$ cat config.mk
export PLATFORM = sky130hd
export DESIGN_NAME = largest_free_chunk_allocator_top
export DESIGN_NICKNAME = d
export VERILOG_FILES = /design/src/design/lfca_pkg.sv /design/src/design/largest_free_chunk_allocator_top.sv /design/src/design/lfca_store.sv /design/src/design/lfca_maxscan.sv
export SDC_FILE = /design/constraint.sdc
export NUM_CORES = 1
export LEC_CHECK = 0
export BUFFER_PORTS_ARGS = -buffer_cell sky130_fd_sc_hd__buf_2
export CAP_MARGIN = 20
export CORE_ASPECT_RATIO = 0.7
export CORE_MARGIN = 1
export CORE_UTILIZATION = 55
export DETAILED_ROUTE_END_ITERATION = 8
export HOLD_SLACK_MARGIN = 0.03
export PLACE_DENSITY_LB_ADDON = 0.25
export SYNTH_ARGS = -nofsm -noshare
export SYNTH_HDL_FRONTEND = slang
export SYNTH_SLANG_ARGS = --single-unit
$ cat constraint.sdc
create_clock -name i_clk -period 5.53 [get_ports i_clk]
set_input_delay 1.106 -clock i_clk [delete_from_list [all_inputs] [get_ports i_clk]]
set_output_delay 1.106 -clock i_clk [all_outputs]
set_load 0.03 [all_outputs]
$ cat src/design/lfca_pkg.sv
// ----------------------------------------------------------------------------
// lfca_pkg
// Shared constants, types and helpers for the largest-free-chunk allocator.
// ----------------------------------------------------------------------------
package lfca_pkg;

    localparam int NUM_CHUNKS = 16;
    localparam int BYTE_WIDTH = 32;
    localparam int CHUNK_IW   = (NUM_CHUNKS > 1) ? $clog2(NUM_CHUNKS) : 1;

    typedef logic [BYTE_WIDTH-1:0] t_bytes;
    typedef logic [CHUNK_IW-1:0]   t_chunk;

    // opcodes
    localparam logic [1:0] OP_UPDATE  = 2'd0;
    localparam logic [1:0] OP_ALLOC   = 2'd1;
    localparam logic [1:0] OP_RELEASE = 2'd2;

    // result status codes
    localparam logic [2:0] ST_GRANT   = 3'd0;
    localparam logic [2:0] ST_UPDATED = 3'd1;
    localparam logic [2:0] ST_RELEASE = 3'd2;
    localparam logic [2:0] ST_NOSPACE = 3'd3;
    localparam logic [2:0] ST_EMPTY   = 3'd4;

    localparam t_bytes BYTE_MAX = '1;
    localparam t_chunk LAST_CHUNK = CHUNK_IW'(NUM_CHUNKS - 1);

    // tag riding along with a scan read
    typedef struct packed {
        logic   vld;
        t_chunk idx;
    } t_rd_tag;

    // running best candidate of a scan
    typedef struct packed {
        logic   vld;
        t_chunk idx;
        t_bytes val;
    } t_best;

    // low 32 bits of a byte value, zero-extended when narrower
    function automatic logic [31:0] to_out(input t_bytes v);
        logic [63:0] wide;
        wide = 64'(v);
        return wide[31:0];
    endfunction

endpackage

$ cat src/design/largest_free_chunk_allocator_top.sv
// ----------------------------------------------------------------------------
// largest_free_chunk_allocator_top
// Worst-fit allocator over NUM_CHUNKS chunks with a sequencer around one
// compare unit and a count memory with one write port and one read port.
// ----------------------------------------------------------------------------
// Update and empty requests give a result without leaving idle; a release
// reads the count while idle and writes the saturated sum in S_REL. Each
// allocate result takes a scan (a count read per chunk through the shared
// max compare, one drain, one grant), up to 17 results; busy falls as the
// last result is strobed; results are never stalled.
// Reset (sync, active low) clears present marks; absent chunks read as zero.
// ----------------------------------------------------------------------------
module largest_free_chunk_allocator_top import lfca_pkg::*; (
    input  logic        i_clk,
    input  logic        i_rst_n,
    input  logic        start,
    output logic        busy,
    input  logic [1:0]  i_opcode,
    input  logic [3:0]  i_chunk_index,
    input  logic [31:0] i_byte_count,
    output logic        o_strobe,
    output logic [2:0]  o_status,
    output logic [3:0]  o_granted_chunk,
    output logic [31:0] o_granted_bytes,
    output logic        o_last
);

    // sequencer states
    localparam logic [2:0] S_IDLE     = 3'd0;
    localparam logic [2:0] S_REL      = 3'd1;  // read-modify-write of a release
    localparam logic [2:0] S_SCAN     = 3'd2;  // issue one chunk read per cycle
    localparam logic [2:0] S_SCAN_END = 3'd3;  // last compare drains
    localparam logic [2:0] S_GRANT    = 3'd4;  // grant from best candidate

    logic [2:0]            r_state, n_state;
    t_bytes                r_bytes, n_bytes;     // remaining / operand bytes
    t_chunk                r_idx, n_idx;         // release target
    t_chunk                r_scan_idx, n_scan_idx;
    t_rd_tag               r_rd, n_rd;
    logic [NUM_CHUNKS-1:0] r_present, n_present;

    logic                  r_strobe, n_strobe;
    logic [2:0]            r_status, n_status;
    logic [3:0]            r_chunk, n_chunk;
    logic [31:0]           r_gbytes, n_gbytes;
    logic                  r_last, n_last;

    // memory and compare unit hookup
    logic   mem_we;
    t_chunk mem_waddr;
    t_bytes mem_wdata;
    t_chunk mem_raddr;
    t_bytes mem_rdata;
    logic   scan_clear;
    t_best  best;

    // datapath helpers
    t_bytes                in_bytes;
    t_chunk                in_idx;
    logic                  in_idx_ok;
    t_bytes                rel_cur;
    logic [BYTE_WIDTH:0]   rel_sum;
    logic [BYTE_WIDTH:0]   grant_diff;
    logic                  grant_whole;

    assign in_bytes  = BYTE_WIDTH'(64'(i_byte_count));
    assign in_idx    = CHUNK_IW'(i_chunk_index);
    assign in_idx_ok = (32'(i_chunk_index) < NUM_CHUNKS);

    // a chunk that is not present is treated as holding zero free bytes
    assign rel_cur    = r_present[r_idx] ? mem_rdata : '0;
    assign rel_sum    = {1'b0, rel_cur} + {1'b0, r_bytes};
    assign grant_diff = {1'b0, r_bytes} - {1'b0, best.val};
    assign grant_whole = !grant_diff[BYTE_WIDTH];  // remaining >= chunk count

    lfca_store u_store (
        .i_clk   (i_clk),
        .i_we    (mem_we),
        .i_waddr (mem_waddr),
        .i_wdata (mem_wdata),
        .i_raddr (mem_raddr),
        .o_rdata (mem_rdata)
    );

    lfca_maxscan u_maxscan (
        .i_clk     (i_clk),
        .i_rst_n   (i_rst_n),
        .i_clear   (scan_clear),
        .i_rd      (r_rd),
        .i_rdata   (mem_rdata),
        .i_present (r_present[r_rd.idx]),
        .o_best    (best)
    );

    always_comb begin
        n_state    = r_state;
        n_bytes    = r_bytes;
        n_idx      = r_idx;
        n_scan_idx = r_scan_idx;
        n_rd       = '0;
        n_present  = r_present;
        n_strobe   = 1'b0;
        n_status   = r_status;
        n_chunk    = r_chunk;
        n_gbytes   = r_gbytes;
        n_last     = r_last;
        mem_we     = 1'b0;
        mem_waddr  = r_idx;
        mem_wdata  = r_bytes;
        mem_raddr  = r_scan_idx;
        scan_clear = 1'b0;

        unique case (r_state)
            S_IDLE: begin
                mem_raddr = in_idx;  // release reads the current count
                if (start) begin
                    n_bytes = in_bytes;
                    n_idx   = in_idx;
                    priority if (i_opcode == OP_UPDATE && in_idx_ok) begin
                        mem_we    = 1'b1;
                        mem_waddr = in_idx;
                        mem_wdata = in_bytes;
                        n_present[in_idx] = 1'b1;
                        n_strobe  = 1'b1;
                        n_status  = ST_UPDATED;
                        n_chunk   = i_chunk_index;
                        n_gbytes  = to_out(in_bytes);
                        n_last    = 1'b1;
                    end else if (i_opcode == OP_RELEASE && in_idx_ok) begin
                        n_state = S_REL;
                    end else if (i_opcode == OP_ALLOC) begin
                        if (in_bytes == '0) begin
                            n_strobe = 1'b1;
                            n_status = ST_EMPTY;
                            n_chunk  = '0;
                            n_gbytes = '0;
                            n_last   = 1'b1;
                        end else begin
                            scan_clear = 1'b1;
                            n_scan_idx = '0;
                            n_state    = S_SCAN;
                        end
                    end else begin
                        // unused opcode or chunk out of range: no result
                        n_state = S_IDLE;
                    end
                end
            end

            S_REL: begin
                mem_we    = 1'b1;
                mem_waddr = r_idx;
                mem_wdata = rel_sum[BYTE_WIDTH] ? BYTE_MAX : rel_sum[BYTE_WIDTH-1:0];
                n_present[r_idx] = 1'b1;
                n_strobe  = 1'b1;
                n_status  = ST_RELEASE;
                n_chunk   = 4'(r_idx);
                n_gbytes  = to_out(mem_wdata);
                n_last    = 1'b1;
                n_state   = S_IDLE;
            end

            S_SCAN: begin
                mem_raddr  = r_scan_idx;
                n_rd.vld   = 1'b1;
                n_rd.idx   = r_scan_idx;
                if (r_scan_idx == LAST_CHUNK) begin
                    n_state = S_SCAN_END;
                end else begin
                    n_scan_idx = r_scan_idx + t_chunk'(1);
                end
            end

            S_SCAN_END: begin
                n_state = S_GRANT;
            end

            S_GRANT: begin
                n_strobe = 1'b1;
                if (!best.vld) begin
                    n_status = ST_NOSPACE;
                    n_chunk  = '0;
                    n_gbytes = to_out(r_bytes);
                    n_last   = 1'b1;
                    n_state  = S_IDLE;
                end else if (grant_whole) begin
                    // whole chunk goes; unmarking leaves it reading as zero
                    n_present[best.idx] = 1'b0;
                    n_bytes  = grant_diff[BYTE_WIDTH-1:0];
                    n_status = ST_GRANT;
                    n_chunk  = 4'(best.idx);
                    n_gbytes = to_out(best.val);
                    n_last   = (grant_diff[BYTE_WIDTH-1:0] == '0);
                    if (grant_diff[BYTE_WIDTH-1:0] == '0) begin
                        n_state = S_IDLE;
                    end else begin
                        scan_clear = 1'b1;
                        n_scan_idx = '0;
                        n_state    = S_SCAN;
                    end
                end else begin
                    // partial grant: chunk keeps the rest
                    mem_we    = 1'b1;
                    mem_waddr = best.idx;
                    mem_wdata = best.val - r_bytes;
                    n_status  = ST_GRANT;
                    n_chunk   = 4'(best.idx);
                    n_gbytes  = to_out(r_bytes);
                    n_last    = 1'b1;
                    n_bytes   = '0;
                    n_state   = S_IDLE;
                end
            end

            default: begin
                n_state = S_IDLE;
            end
        endcase
    end

    always_ff @(posedge i_clk) begin
        if (!i_rst_n) begin
            r_state   <= S_IDLE;
            r_rd      <= '0;
            r_present <= '0;
            r_strobe  <= 1'b0;
        end else begin
            r_state   <= n_state;
            r_rd      <= n_rd;
            r_present <= n_present;
            r_strobe  <= n_strobe;
        end
        r_bytes    <= n_bytes;
        r_idx      <= n_idx;
        r_scan_idx <= n_scan_idx;
        r_status   <= n_status;
        r_chunk    <= n_chunk;
        r_gbytes   <= n_gbytes;
        r_last     <= n_last;
    end

    assign busy            = (r_state != S_IDLE);
    assign o_strobe        = r_strobe;
    assign o_status        = r_status;
    assign o_granted_chunk = r_chunk;
    assign o_granted_bytes = r_gbytes;
    assign o_last          = r_last;

endmodule

$ cat src/design/lfca_store.sv
// ----------------------------------------------------------------------------
// lfca_store
// Free-byte count memory: one write port, one read port, registered read.
// ----------------------------------------------------------------------------
module lfca_store import lfca_pkg::*; (
    input  logic   i_clk,
    input  logic   i_we,
    input  t_chunk i_waddr,
    input  t_bytes i_wdata,
    input  t_chunk i_raddr,
    output t_bytes o_rdata
);

    t_bytes r_mem [NUM_CHUNKS];
    t_bytes r_rdata;

    always_ff @(posedge i_clk) begin
        if (i_we) begin
            r_mem[i_waddr] <= i_wdata;
        end
        r_rdata <= r_mem[i_raddr];
    end

    assign o_rdata = r_rdata;

endmodule

$ cat src/design/lfca_maxscan.sv
// ----------------------------------------------------------------------------
// lfca_maxscan
// Shared compare unit: tracks the present chunk with the most free bytes,
// one chunk per cycle; later (higher) index wins on a tie.
// ----------------------------------------------------------------------------
module lfca_maxscan import lfca_pkg::*; (
    input  logic    i_clk,
    input  logic    i_rst_n,
    input  logic    i_clear,
    input  t_rd_tag i_rd,
    input  t_bytes  i_rdata,
    input  logic    i_present,
    output t_best   o_best
);

    t_best r_best;
    t_best n_best;

    always_comb begin
        n_best = r_best;
        if (i_clear) begin
            n_best.vld = 1'b0;
        end else if (i_rd.vld && i_present && (!r_best.vld || i_rdata >= r_best.val)) begin
            n_best.vld = 1'b1;
            n_best.idx = i_rd.idx;
            n_best.val = i_rdata;
        end
    end

    always_ff @(posedge i_clk) begin
        if (!i_rst_n) begin
            r_best.vld <= 1'b0;
        end else begin
            r_best.vld <= n_best.vld;
        end
        r_best.idx <= n_best.idx;
        r_best.val <= n_best.val;
    end

    assign o_best = r_best;

endmodule
==> out/metrics.csv <==
metric,value,unit
skew final,0.0441,ns
post-route ant nets,0,
gr usage total,0.320,
filler cell count,4618,
setup TNS,0,ns
routability cong.,1.00,
Final Setup Violations,0,
fmax,184,MHz
post-route clock period utilization,0.981,
wire per inst,28.2,µm
register clock-pin slew on the reported worst setup and hold paths,0.07,ns
# DRC,2,
final net count,2926,
Initial DRC Count,3060,
antenna cells,0,
critical setup path kind,reg -> reg,
WP data required,5.81,ns
FF-to-FF Start,r_bytes[10]$_DFFE_PP_,
Cell variety after synth,87,
critical path capture point,u_maxscan.o_best[19]$_DFFE_PP_,
max-cap check violation count,0,
CP Capture Type,register,
failing checks,design-rule violations,
unrepaired setup endpoints after global routing,false,
Area Overhead vs Synth,12.7,%
Worst Setup SP,r_bytes[10]$_DFFE_PP_,
boundary pin count,83,
largest net degree at the start of global routing,96,
IO buf count,82,
final count of hold timing violations,0,
crit path launch type,register,
Post-synth EDFFs,628,
vias in the first global route,23200,
H-tree depth,3,
Mapped Cells,2641,
PwrDens,325,nW/µm²
Hold Path Depth,0,
TritonCTS clock tree,done,
"Seq/Total Area, Yosys",0.580,
Reg2Reg Depth,12,
CTS buffer count,68,
peak fanout along the critical path,32,
max_slew headroom,0.316,
top-area cell type share of the netlist area,0.546,
flop and latch count out of synthesis,686,
overall power,12600,µW
most frequent cells in the layout,"628 x edfxtp_1, 247 x nand2_1, 138 x mux4_2",
Overflow after GRT,0,
dpl hpwl,68.0,mm
Area contributors post-synth,"edfxtp_1 55%, mux4_2 9.0%, ha_1 4.7%",
"commonest non-fill, non-tap cell in the layout",edfxtp_1,
max-slew violation count,0,
status,"finished, violations left",
DIE WIDTH,301,µm
via count,24200,
"Avg Cell Area, Syn",13.1,µm²
synthesized area,34500,µm²
HP Class,reg -> reg,
cts hold-fix bufs,0,
IR Drop Worst-Case VDD,0.239,mV
share of cells above drive strength 1,0.177,
crit path DAT,5.70,ns
site row count,76,
Die Y,212,µm
core area,61800,µm²
"Clk Latency, worst-skew pair",0.63,ns
first-pass GRT wire length,150,mm
Post-Synthesis Net Count,2814,
clk root buf,clkbuf_16,
r2r setup slk,0.11,ns
YS warnings,0,
min Tclk post-route,5.42,ns
leakage power,0.0140,µW
Die ar.,63800,µm²
# clock sinks,686,
final wirelength,102,mm
routed vias/inst,6.67,
router iterations before antenna repair,8,
Worst-Margin Slew,1.02,ns
Most used DFF post-synth,edfxtp_1,
Initial Utilization,0.558,
"FFs w/ async S/R, synth",0,
initial antenna violation count,3,
largest area contributor in the netlist,edfxtp_1,
Clock Path Buffers,3,
Crit Reg-Reg Endpoint,u_maxscan.o_best[19]$_DFFE_PP_,
-- metrics by stage --
step | cell area [µm²] | std cells | hold slack, ns | utilization | worst slack (ns)
3_5_place_dp | 36500 | 3501 | 0.448 | 0.591 | -0.164
4_1_cts | 38800 | 3626 | 0.456 | 0.629 | 0.0206
3_3_place_gp | 36500 | 3501 | 0.446 | 0.591 | -0.0719
6_report | 38900 | 3627 | 0.470 | 0.629 | 0.107
2_1_floorplan | 34500 | 2641 | 0.416 | - | 0.165
5_1_grt | 38900 | 3627 | 0.470 | 0.629 | 0.00925
-- registers in the layout, indices dropped and copies added, names as in the netlist, 4 cells and up --
name and count:
u_maxscan.o_best 37, r_present 16, r_idx 4, r_bytes 32
u_store.o_rdata 32, o_granted_chunk 4, r_scan_idx 4, o_granted_bytes 32
r_rd 5, u_store.r_mem 512
-- power by group --
part / total, µW / internal (µW) / leakage [µW] / switching [µW]
Sequential: 6120 / 5950 / 0.00619 / 168
Combinational: 1710 / 619 / 0.00669 / 1090
Clock: 4810 / 2740 / 0.00113 / 2070
Total: 12600 / 9310 / 0.0140 / 3330
-- layout make-up --
| class | instances | area [µm²] | area share |
|---|---|---|---|
| flip-flops and latches | 686 | 20000 | 0.515 |
| multi-input cells | 1719 | 13700 | 0.352 |
| clock buffers | 99 | 1990 | 0.0512 |
| repair buffers | 184 | 1490 | 0.0383 |
| well taps | 819 | 1020 | 0.0264 |
| inverters | 94 | 353 | 0.00907 |
| clock inverters | 26 | 324 | 0.00833 |
-- worst max-delay path, cell delays in order (launching register included) --
cell	delay, ns
edfxtp_1	0.56
inv_1	0.09
ha_1	0.50
a21o_1	0.29
a311o_1	0.36
a31oi_2	0.46
nand3b_1	0.26
a2111oi_2	0.74
nand4_1	0.26
nor4b_2	0.53
nand4_1	0.39
a21oi_4	0.36
buf_12	0.25
-- cells in the mapped netlist (40+ instances only) --
library cell / instances
nor2_1: 137
o21ai_0: 129
edfxtp_1: 628
ha_1: 129
a31oi_1: 43
clkbuf_1: 80
a21o_1: 55
a211oi_1: 49
nand2_1: 250
buf_2: 40
a21oi_1: 139
inv_1: 93
mux4_2: 138
dfxtp_1: 58
o211ai_1: 45
and2_1: 87
-- cell families (layout without fill, tap and decap cells) --
group,after synthesis,after routing,share of synthesized area
DFF,686,686,0.580
and+or+nand+nor,684,685,0.0963
AOI/OAI and AO/OA,671,671,0.131
buffers and inverters,237,403,0.0297
muxes,162,162,0.0970
adders and majority gates,132,132,0.0485
xor gates and xnor gates,69,69,0.0175
-- metal layers --
layer	wire length (µm)	GRT usage	up-vias
met5	17	0	-
met4	3160	0.0998	4
met3	9620	0.0544	207
met2	46300	0.488	1354
met1	43300	0.472	12100
li1	-	-	10500
-- worst min path at each step --
stage	end	slack, ns	from
2_1_floorplan	u_maxscan.o_best[35]$_DFFE_PP_	0.42	r_rd[3]$_SDFF_PN0_
3_3_place_gp	u_maxscan.o_best[35]$_DFFE_PP_	0.45	r_rd[3]$_SDFF_PN0_
3_5_place_dp	u_maxscan.o_best[35]$_DFFE_PP_	0.45	r_rd[3]$_SDFF_PN0_
4_1_cts	u_maxscan.o_best[35]$_DFFE_PP_	0.46	r_rd[3]$_SDFF_PN0_
5_1_grt	u_maxscan.o_best[35]$_DFFE_PP_	0.47	r_rd[3]$_SDFF_PN0_
6_report	u_maxscan.o_best[35]$_DFFE_PP_	0.47	r_rd[3]$_SDFF_PN0_
-- repair_timing --
item                                    in CTS  in global routing
resized for setup                            5                 12
pin swaps                                    0                  2
endpoints found under the setup margin     175                510
cloned                                       0                  1
buffers inserted                             0                  0
Power figures use the tool's default switching activity.
